<file path="src/sv/blk3_pkg.sv">
`timescale 1ns / 1ps
package blk3_pkg;

   localparam int STACK_DEPTH_DEF = 54;

   localparam logic [31:0] FLAG_CHUNK_START = 32'd1;
   localparam logic [31:0] FLAG_CHUNK_END   = 32'd2;
   localparam logic [31:0] FLAG_PARENT      = 32'd4;
   localparam logic [31:0] FLAG_ROOT        = 32'd8;

   localparam logic [7:0][31:0] BLAKE_IV = {
      32'h5BE0CD19, 32'h1F83D9AB, 32'h9B05688C, 32'h510E527F,
      32'hA54FF53A, 32'h3C6EF372, 32'hBB67AE85, 32'h6A09E667
   };

   typedef struct packed {
      logic [31:0] msg_word;
      logic [2:0]  byte_count;
      logic        end_of_message;
   } req_data_type;

   typedef struct packed {
      logic [31:0] digest_word;
      logic        last_word;
   } rsp_data_type;

   typedef struct packed {
      logic latch;
      logic insert;
      logic start_blk;
      logic start_par;
      logic use_fill;
      logic chunk_fin;
      logic root;
      logic store_cv;
      logic store_right;
      logic load_tot;
      logic pop;
      logic push_fin;
      logic store_dig;
      logic msg_reset;
      logic out_next;
   } blk3_cmd_type;

   typedef struct packed {
      logic rem_zero;
      logic fill_full;
      logic last_block;
      logic eom;
      logic done;
      logic stack_empty;
      logic tot_odd;
      logic out_last;
   } blk3_stat_type;

   function automatic logic [31:0] rotr32(input logic [31:0] v, input logic [4:0] n);
      return (v >> n) | (v << (6'd32 - {1'b0, n}));
   endfunction

   function automatic logic [15:0][31:0] msg_perm(input logic [15:0][31:0] m);
      logic [15:0][31:0] t;
      t[0]  = m[2];  t[1]  = m[6];  t[2]  = m[3];  t[3]  = m[10];
      t[4]  = m[7];  t[5]  = m[0];  t[6]  = m[4];  t[7]  = m[13];
      t[8]  = m[1];  t[9]  = m[11]; t[10] = m[12]; t[11] = m[5];
      t[12] = m[9];  t[13] = m[14]; t[14] = m[15]; t[15] = m[8];
      return t;
   endfunction

endpackage

</file>
<file path="src/sv/blk3_ctrl.sv">
`timescale 1ns / 1ps
module blk3_ctrl import blk3_pkg::*; (
   input  logic          clock,
   input  logic          reset,
   input  logic          req_valid,
   output logic          req_stall,
   output logic          rsp_valid,
   input  logic          rsp_stall,
   input  blk3_stat_type stat,
   output blk3_cmd_type  cmd
);
   localparam logic [3:0] S_IDLE   = 4'd0;
   localparam logic [3:0] S_ABSORB = 4'd1;
   localparam logic [3:0] S_BRUN   = 4'd2;
   localparam logic [3:0] S_CRUN   = 4'd3;
   localparam logic [3:0] S_MCHK   = 4'd4;
   localparam logic [3:0] S_MRD    = 4'd5;
   localparam logic [3:0] S_MRUN   = 4'd6;
   localparam logic [3:0] S_FBLK   = 4'd7;
   localparam logic [3:0] S_FRUN   = 4'd8;
   localparam logic [3:0] S_FRD    = 4'd9;
   localparam logic [3:0] S_OUT    = 4'd10;

   logic [3:0] state_ff, state_in;

   always_comb begin
      state_in = state_ff;
      cmd      = '0;
      case (state_ff)
         S_IDLE: begin
            if (req_valid) begin
               cmd.latch = 1'b1;
               state_in  = S_ABSORB;
            end
         end
         S_ABSORB: begin
            if (stat.rem_zero) begin
               state_in = stat.eom ? S_FBLK : S_IDLE;
            end else if (stat.fill_full) begin
               cmd.start_blk = 1'b1;
               if (stat.last_block) begin
                  cmd.chunk_fin = 1'b1;
                  state_in      = S_CRUN;
               end else begin
                  state_in = S_BRUN;
               end
            end else begin
               cmd.insert = 1'b1;
            end
         end
         S_BRUN: begin
            if (stat.done) begin
               cmd.store_cv = 1'b1;
               state_in     = S_ABSORB;
            end
         end
         S_CRUN: begin
            if (stat.done) begin
               cmd.store_right = 1'b1;
               cmd.load_tot    = 1'b1;
               state_in        = S_MCHK;
            end
         end
         S_MCHK: begin
            if (!stat.tot_odd && !stat.stack_empty) begin
               cmd.pop  = 1'b1;
               state_in = S_MRD;
            end else begin
               cmd.push_fin = 1'b1;
               state_in     = S_ABSORB;
            end
         end
         S_MRD: begin
            cmd.start_par = 1'b1;
            state_in      = S_MRUN;
         end
         S_MRUN: begin
            if (stat.done) begin
               cmd.store_right = 1'b1;
               state_in        = S_MCHK;
            end
         end
         S_FBLK: begin
            cmd.start_blk = 1'b1;
            cmd.use_fill  = 1'b1;
            cmd.chunk_fin = 1'b1;
            cmd.root      = stat.stack_empty;
            state_in      = S_FRUN;
         end
         S_FRUN: begin
            if (stat.done) begin
               if (stat.stack_empty) begin
                  cmd.store_dig = 1'b1;
                  cmd.msg_reset = 1'b1;
                  state_in      = S_OUT;
               end else begin
                  cmd.store_right = 1'b1;
                  cmd.pop         = 1'b1;
                  state_in        = S_FRD;
               end
            end
         end
         S_FRD: begin
            cmd.start_par = 1'b1;
            cmd.root      = stat.stack_empty;
            state_in      = S_FRUN;
         end
         S_OUT: begin
            if (!rsp_stall) begin
               cmd.out_next = 1'b1;
               if (stat.out_last) begin
                  state_in = S_IDLE;
               end
            end
         end
         default: begin
            state_in = S_IDLE;
         end
      endcase
   end

   always_ff @(posedge clock) begin
      if (reset) begin
         state_ff <= S_IDLE;
      end else begin
         state_ff <= state_in;
      end
   end

   assign req_stall = (state_ff != S_IDLE);
   assign rsp_valid = (state_ff == S_OUT);
endmodule

</file>
<file path="config.mk">
export PLATFORM = sky130hd
export DESIGN_NAME = blk3_ctrl
export DESIGN_NICKNAME = d
export VERILOG_FILES = /design/src/sv/blk3_pkg.sv /design/src/sv/blk3_ctrl.sv
export SDC_FILE = /design/constraint.sdc
export NUM_CORES = 1
export LEC_CHECK = 0
export BUFFER_PORTS_ARGS = -buffer_cell sky130_fd_sc_hd__buf_2
export CAP_MARGIN = 20
export CORE_AREA = 5 5 42 44
export CTS_BUF_LIST = sky130_fd_sc_hd__clkbuf_8
export DETAILED_ROUTE_END_ITERATION = 16
export DIE_AREA = 0 0 47 49
export GPL_TIMING_DRIVEN = 0
export PLACE_DENSITY = 0.77
export SLEW_MARGIN = 20
export SYNTH_ARGS = -nofsm -noshare
export SYNTH_HDL_FRONTEND = slang
export SYNTH_SLANG_ARGS = --single-unit
</file>
<file path="constraint.sdc">
create_clock -name clock -period 1.9 [get_ports clock]
set_input_delay 0.095 -clock clock [delete_from_list [all_inputs] [get_ports clock]]
set_output_delay 0.095 -clock clock [all_outputs]
set_load 0.01 [all_outputs]
</file>
# ---- Yosys cells after proc, flatten, opt, wreduce, memory -nomap -nowiden
# Index checks and enable logic that the tools add are counted.
dict set report op_classes {
  eq_ne 17
  mux 43
  n_reduce_logical 9
}
# op n
set op_table {}
lappend op_table {{$pmux W4 S9} 1}
lappend op_table {{$mux W4} 8}
lappend op_table {{$mux W1} 22}
lappend op_table {{$eq A4 B3 Y1 const B} 4}
lappend op_table {{$eq A4 B4 Y1 const B} 3}
lappend op_table {{$mux W2} 6}
lappend op_table {{$eq A4 B2 Y1 const B} 2}
lappend op_table {{$ne A2 B2 Y1 const B} 4}
lappend op_table {{$reduce_and A7 Y1} 1}
lappend op_table {{$mux W3} 2}
lappend op_table {{$pmux W1 S2} 3}
lappend op_table {{$reduce_or A2 Y1} 3}
lappend op_table {{$eq A4 B1 Y1 const B} 1}
lappend op_table {{$logic_not A4 Y1} 1}
lappend op_table {{$ne A2 B1 Y1 const B} 2}
lappend op_table {{$reduce_bool A4 Y1} 1}
lappend op_table {{$ne A3 B3 Y1 const B} 1}
lappend op_table {{$pmux W1 S3} 1}
lappend op_table {{$logic_not A1 Y1} 2}
lappend op_table {{$logic_and A1 B1 Y1} 1}
dict set report word_totals {
  reg_bits 4
  input_bits 12
  word_cells 70
}

# ---- Logic depth before layout (Yosys ltp)
# Gate-level depths: netlist (run 1).
dict set report logic_depth {
  depth_word 4
  ltp_mapped 6
  mapped_depth_nobuf 4
}

# ---- Worst setup path before layout (run 1)
# Ideal clock, no wire load.
dict set report synth_timing {
  path_type {reg2reg}
  start {register state_ff[0]}
  end {register state_ff[0]}
  setup_time_ps 121
  arrival_ps 1514
  path_slack_ps 264
  path_stages_with_launch 5
  n_path_buf 0
  period_less_slack_ps 1636
  path_cell_list {dfxtp_1 > or2b_4 > nor4_2 > or4_4 > mux2_4}
}
dict set report synth_via {
  elab_chain_cells 4
}
# element line
set synth_lines {}
lappend synth_lines {{from (decl)} blk3_ctrl.sv:24} ;# logic [3:0] state_ff, state_in;
lappend synth_lines {{from (signal assigned)} blk3_ctrl.sv:126} ;# state_ff <= state_in;
lappend synth_lines {{$eq A4 B2 Y1 or $eq A4 B3 Y1 (tied branches)} blk3_ctrl.sv:29} ;# case (state_ff)
lappend synth_lines {{$reduce_or A2 Y1 (no line)} --}
lappend synth_lines {{$ne A2 B1 Y1 (no line)} --}
lappend synth_lines {{$reduce_and A7 Y1 (no line)} --}
# Several ways; a longest one is shown, not always the timed one.
# A chain may end at the register's enable or synchronous reset.

==> impl_metrics.toml, run 1 <==
[status]
outcome = "finished, final reports clean"

[clocking]
root_buffer = "clkbuf_8"
postCtsHoldBufs = 0
clk_latency_ps = 220
cts_tree = "built"
cts.path.max_buffers = 2
numCtsBuffers = 3
cts.sinks = 4
cts-htree-levels = 1
clk_pin_slew_ps = 30

[synthesis]
synth_seq_cells = 4
synth.area.top_cells = "dfxtp_1 (14%), mux2i_1 (7.1%), nor2_1 (6.7%)"
synthTopCellsByCount = "nor2_1 (10), a21oi_1 (7), dfxtp_1 (4), mux2i_1 (4), nor3_1 (4)"
syn-cell-area_um2 = 564
synth_flop_cell = "dfxtp_1"
netlist_instances = 79
yosysUniqueCellTypes = 39
yosysWarningCount = 0
synth_nets = 91
synth_top_area_share_pct = 14.2
synth_edf_count = 0
ys_seq_area_share_pct = 14.2
syn_area_per_cell_um2 = 7.14
synth_top_area_cell = "dfxtp_1"
async_flop_share_pct = 0
synth_most_common_cell = "nor2_1"

[grt]
grt_pass1_wl_um = 2720
grt_max_degree = 11
globalRoute.totalOverflow = 0
antenna_found_initial = 0
grt_pass1_vias = 659
grt_use_total_pct = 15.8

[sta]
worst_slack_ps = 162
worstMarginPinSlew_ps = 386
whs_ps = 117
finalSetupViolations = 0
clock_skew_ps = 4.04
report.final.slew_viol_count = 0
hold_viol = 0
slew_headroom_pct = 74.3
min_period_ps = 1740
rsz0062_at_grt = "false"
tns_ps = 0
max_freq_mhz = 575
fin_crit_sh_pct = 91.5

[floorplan]
core_area_mm2 = 0.00140
dieArea_mm2 = 0.00230
initial_core_util_pct = 40.3
rows = 14
ios = 29
die_w_um = 47
fp.dieH_um = 49

[detailed_routing]
post_drt_wl_per_cell_um = 12.9
routed_via_density = 5.61
vias = 707
wl_met3_um = 162
first_iter_violations = 22
firstDrtPassIters = 4
drc = 0
maxUsedRoutingLayer = "met4"
wl_met1_um = 638
dr_wl_met2_um = 793
wl_um = 1620
postRouteAntennaNets = 0

[min_path]
min_from = "reset"
hold_path_end = "state_ff[3]$_SDFFE_PP0P_"
hold_path.class = "input port to register"
holdPathStages = 2

[layout]
largest_reg_flops = 4
multi_input_area_um2 = 437
drive_gt1_share_pct = 40.0
reg_top3 = "state_ff x4"
final_cell_area_um2 = 767
antenna-diode-count = 0
regMostFlops = "state_ff"
syn_to_final_growth_pct = 35.9
seqCellArea_um2 = 80.1
nets = 124
nFillCells = 146

[critical_path]
crit_path_end_kind = "output pin"
reg2reg_to = "state_ff[0]$_SDFFE_PP0P_"
crit_required_ps = 1800
critPathMaxFanout = 10
path_class = "register to output pin"
worst-endpoint-arrival_ps = 1640
reg2reg_from = "state_ff[1]$_SDFFE_PP0P_"
reg2regPathDepth = 5
critical_path.startpoint = "state_ff[3]$_SDFFE_PP0P_"
r2r_slack_ps = 190
start_kind = "register"

[placement]
place.gp.congestion = 0.875
dp_slack_ps = 190
dp_hpwl_um = 1280
placed_cell_area_um2 = 724
io_buffers = 28

[power_and_ir_drop]
power_density_mw_per_mm2 = 999
p_leak_uw = 0.000403
max-vdd-ir-drop_uv = 369

[flow_run]
drv_cap = 0
## report_power, final
group / switching (µW) / internal (µW) / total [µW]
Combinational: 240 / 218 / 458
Sequential: 19.9 / 105 / 125
Clock: 48.2 / 135 / 184
Total: 308 / 459 / 766
## area by class of cell
cell class	instances	share of cell area (%)
plain buffers	6	4.89
clock buffers	3	5.38
inverters	3	1.47
multi-input cells	66	56.9
flip-flops and latches	4	10.4
well taps	16	2.61
repair buffers	28	18.3
## placed cells by master, fill, tap and decap left out, types with 2 or more instances in the layout
master    Yosys  routed
buf_2         2      30
nor2b_1       2       2
or3b_2        2       2
o21bai_1      2       2
o21ai_0       3       3
a21o_1        2       2
nand2_1       3       3
inv_1         3       3
clkbuf_8      0       3
nor2_1       10      10
a21oi_1       7       7
nand2b_1      2       2
and3_1        3       3
nor3_1        4       4
dfxtp_1       4       4
a31oi_1       2       2
mux2i_1       4       4
## kinds of logic after synthesis
| kind of cell | synth area share, % |
|---|---|
| and+or+nand+nor | 47.2 |
| muxes | 9.76 |
| buffers and inverters | 8.43 |
| AOI/OAI and AO/OA | 18.8 |
| DFF | 14.2 |
| xor gates and xnor gates | 1.55 |
## how the worst max path moves through the flow
stage | slack [ps] | endpoint
finish | 160 | cmd[6]
global route | 50 | cmd[6]
CTS | 80 | cmd[4]
detailed placement | 190 | state_ff[0]$_SDFFE_PP0P_
global placement | 210 | state_ff[0]$_SDFFE_PP0P_
floorplan | 260 | state_ff[0]$_SDFFE_PP0P_
## layer usage
metal	up-vias	track usage (%)
met5	-	0
met4	0	11.1
met3	4	3.69
met1	310	18.9
li1	349	-
met2	44	23.5
## timing repair
item / 4_1_cts / 5_1_grt
resized for setup: 0 / 2
setup buffers: 0 / 0
endpoints found under the setup margin: 0 / 1
## worst max-delay path, cell delays in order (launching register included)
cell and delay [ps]:
dfxtp_1 440, buf_2 270, and3b_1 220, a21oi_1 120, o22ai_1 90, and2_1 150, buf_2 130
## stage by stage
| step | total power [µW] | std cells | utilization [%] |
|---|---|---|---|
| floorplan | 465 | 79 | - |
| detailed placement | 583 | 123 | 51.7 |
| finish | 766 | 126 | 54.7 |
| global route | 829 | 126 | 54.7 |
| CTS | 771 | 126 | 54.6 |
| global placement | 577 | 123 | 51.7 |
No activity file was read; power rests on OpenSTA's default activity.
==> inputs of run 2 (changes only) <==
SETUP_SLACK_MARGIN = 0.2   (was not set)
==> impl_metrics.toml, run 2 (synthesis gave the netlist of run 1 again) <==
[floorplan]
rows = 14
dieArea_mm2 = 0.00230
initial_core_util_pct = 40.3
fp.dieH_um = 49
die_w_um = 47
ios = 29
core_area_mm2 = 0.00140

[layout]
multi_input_area_um2 = 439
largest_reg_flops = 4
final_common_cell = "buf_2"
reg_top3 = "state_ff x4"
nets = 125
antenna-diode-count = 0
seqCellArea_um2 = 82.6
final_cell_mix = "buf_2 (30), nor2_1 (9), a21oi_1 (7), nor3_1 (4), mux2i_1 (4)"
drive_gt1_share_pct = 44.1
syn_to_final_growth_pct = 39.2
regMostFlops = "state_ff"
utilization_pct = 56.1
nFillCells = 140

[grt]
globalRoute.totalOverflow = 0
antenna_found_initial = 0
grt_pass1_wl_um = 2750
grt_use_total_pct = 15.9
grt_max_degree = 11
grt_pass1_vias = 665

[placement]
io_buffers = 28
place.gp.congestion = 0.875
dp_hpwl_um = 1280

[power_and_ir_drop]
p_leak_uw = 0.000414
max-vdd-ir-drop_uv = 370
finalPower_uw = 791
power_density_mw_per_mm2 = 1010

[min_path]
hold_path.class = "input port to register"
holdPathStages = 2

[critical_path]
crit_path_end_kind = "register"
path_class = "register to register"
r2r_slack_ps = 230
start_kind = "register"
critPathMaxFanout = 9
reg2regPathDepth = 5
crit_required_ps = 2010
worst-endpoint-arrival_ps = 1770

[detailed_routing]
vias = 708
postRouteAntennaNets = 0
routed_via_density = 5.57
post_drt_wl_per_cell_um = 12.9
firstDrtPassIters = 4
drc = 0
wl_um = 1630
first_iter_violations = 16

[clocking]
cts_tree = "built"
cts.sinks = 4
root_buffer = "clkbuf_8"
clk_pin_slew_ps = 30
postCtsHoldBufs = 0
clk_latency_ps = 220
numCtsBuffers = 3
cts.path.max_buffers = 2
cts-htree-levels = 1

[sta]
worstMarginPinSlew_ps = 286
report.final.slew_viol_count = 0
tns_ps = 0
finalSetupViolations = 0
min_period_ps = 1670
hold_viol = 0
slew_headroom_pct = 80.8
rsz0062_at_grt = "true"
max_freq_mhz = 600
clock_skew_ps = 4.05
fin_crit_sh_pct = 87.7

[flow_run]
drv_cap = 0

[status]
outcome = "finished, final reports clean"
run 2: what timing repair did:
action / 4_1_cts / 5_1_grt
resized for setup: 4 / 5
endpoints found under the setup margin: 4 / 4
pin swaps: 1 / 3
buffers inserted: 0 / 1
endpoints found under the hold margin: 0 / 0
run 2: worst paths after layout:
| kind | from | endpoint |
|---|---|---|
| setup / recovery | state_ff[1]$_SDFFE_PP0P_ | state_ff[0]$_SDFFE_PP0P_ |
| hold / removal | reset | state_ff[3]$_SDFFE_PP0P_ |
| setup reg to reg | state_ff[1]$_SDFFE_PP0P_ | state_ff[0]$_SDFFE_PP0P_ |
| hold reg to reg | state_ff[2]$_SDFFE_PP0P_ | state_ff[2]$_SDFFE_PP0P_ |
run 2: report_power, final:
group	internal (µW)	switching (µW)
clock	135	48.2
sequential	106	20.4
combinational	238	243
run 2: stage by stage:
stage / worst slack (ps) / instances / instance area (µm²) / hold slack, ps
floorplan: 264 / 79 / 564 / 167
global placement: 214 / 123 / 724 / 335
detailed placement: 190 / 123 / 724 / 341
CTS: 219 / 126 / 772 / 107
global route: 188 / 127 / 786 / 124
finish: 235 / 127 / 786 / 116
run 2: area by class of cell:
type	instances	area share [%]
tap	16	2.55
buffer	6	5.57
timing repair buffer	29	18.8
multi-input combinational	66	55.9
inverter	3	1.43
sequential	4	10.5
clock buffer	3	5.25
run 2: critical path, cell delays in order, from the launching register on:
cell and delay, ps:
dfxtp_1 290, buf_6 130, or4b_1 460, a31oi_1 200
or4_4 170, mux2_4 290
run 2: metal layers:
layer  vias to the layer above  global-route usage, %  routed length [µm]
met5                         -                      0                   0
met4                         0                   11.1                  63
met3                         7                   3.69                 143
met2                        38                   23.5                 751
met1                       313                   19.3                 673
li1                        350                      -                   -
==> inputs of run 3 (changes only) <==
PLACE_DENSITY = 0.75   (was 0.77)
==> impl_metrics.toml, run 3 (synthesis gave the netlist of run 1 again) <==
[critical_path]
crit_path_end_kind = "register"
worst-endpoint-arrival_ps = 1800
crit_buf_inv = 1
crit_family = "simple AND/OR/NAND/NOR gates"
slowest_stage = "or4_4"
crit_required_ps = 2000
path_class = "register to register"
crit_chain = "buf_6 > nor2_1 > and3_1 > or4_4 > mux2_4"
critPathMaxFanout = 9
start_kind = "register"
crit_path_max_incr_delay_ps = 550

[sta]
worstMarginPinSlew_ps = 314
finalSetupViolations = 0
fin_crit_sh_pct = 89.2
max_freq_mhz = 590
tns_ps = 0
min_period_ps = 1690
rsz0062_at_grt = "true"
worst_slack_ps = 205
report.final.slew_viol_count = 0
slew_headroom_pct = 79.0
clock_skew_ps = 4.42
hold_viol = 0

[power_and_ir_drop]
power_density_mw_per_mm2 = 1000
p_leak_uw = 0.000413
max-vdd-ir-drop_uv = 378

[grt]
grt_pass1_wl_um = 2550
grt_pass1_vias = 625
grt_use_total_pct = 14.8
antenna_found_initial = 0
globalRoute.totalOverflow = 0
grt_max_degree = 11

[layout]
largest_reg_flops = 4
final_cell_mix = "buf_2 (30), nor2_1 (10), a21oi_1 (7)"
drive_gt1_share_pct = 43.2
reg_top3 = "state_ff x4"
final_cell_area_um2 = 783
syn_to_final_growth_pct = 38.8
stdcell_count = 127
regMostFlops = "state_ff"
nets = 125
final_common_cell = "buf_2"
antenna-diode-count = 0

[floorplan]
initial_core_util_pct = 40.3
rows = 14
ios = 29
dieArea_mm2 = 0.00230
fp.dieH_um = 49
core_area_mm2 = 0.00140
die_w_um = 47

[clocking]
numCtsBuffers = 3
cts.path.max_buffers = 2
cts.sinks = 4
root_buffer = "clkbuf_8"
clk_pin_slew_ps = 30
cts_tree = "built"
cts-htree-levels = 1
postCtsHoldBufs = 0
clk_latency_ps = 220

[placement]
dp_slack_ps = 197
io_buffers = 28
dp_hpwl_um = 1250
placed_cell_area_um2 = 724
dp_cells = 123
place.gp.congestion = 0.839

[detailed_routing]
post_drt_wl_per_cell_um = 12.8
vias = 676
routed_via_density = 5.32
first_iter_violations = 16
wl_um = 1620
drc = 0
dr_wl_met2_um = 719
firstDrtPassIters = 4
postRouteAntennaNets = 0
wl_met3_um = 145
wl_met1_um = 724
maxUsedRoutingLayer = "met4"

[status]
outcome = "finished, final reports clean"

[min_path]
hold_path.class = "input port to register"

[flow_run]
drv_cap = 0
==> run 3: changes by cell type in the layout (fill, tap and decap cells not counted), sizes merged <==
cell	change
buf	+1
clkbuf	-1
==> run 3: power breakdown <==
group / internal, µW / leakage [µW] / switching, µW
Sequential: 106 / 0.0000337 / 19.9
Combinational: 237 / 0.000358 / 246
Clock: 135 / 0.0000216 / 42.8
==> run 3: cell type report <==
| type | count | area (µm²) |
|---|---|---|
| well taps | 16 | 20.0 |
| repair buffers | 29 | 148 |
| clock buffers | 3 | 41.3 |
| plain buffers | 6 | 43.8 |
| inverters | 3 | 11.3 |
| fillers | 146 | 618 |
| multi-input cells | 66 | 437 |
| flip-flops and latches | 4 | 82.6 |
==> run 3: final timing paths <==
| check | from | end | slack [ps] | depth (start not counted) |
|---|---|---|---|---|
| setup reg to reg | state_ff[1]$_SDFFE_PP0P_ | state_ff[0]$_SDFFE_PP0P_ | 210 | 5 |
| setup / recovery | state_ff[1]$_SDFFE_PP0P_ | state_ff[0]$_SDFFE_PP0P_ | 210 | 5 |
| hold / removal | reset | state_ff[3]$_SDFFE_PP0P_ | 120 | 2 |
| hold reg to reg | state_ff[2]$_SDFFE_PP0P_ | state_ff[2]$_SDFFE_PP0P_ | 680 | 3 |
==> run 3: metal layers <==
layer  GRT usage [%]  up-vias
li1                -      348
met1            19.3      291
met2            20.8       33
met3            2.95        4
met4            10.1        0
met5               0        -
==> run 3: repair_timing <==
item | in CTS | in global routing
gates resized for setup | 4 | 5
setup endpoints to repair | 4 | 4
pin swaps | 0 | 2
setup buffers | 0 | 1
==> run 3: metrics by stage <==
stage / power [µW] / util, % / hold WS (ps)
detailed placement: 579 / 51.7 / 352
global placement: 577 / 51.7 / 338
floorplan: 465 / - / 167
CTS: 765 / 55.1 / 116
finish: 786 / 55.9 / 116
global route: 844 / 55.9 / 125
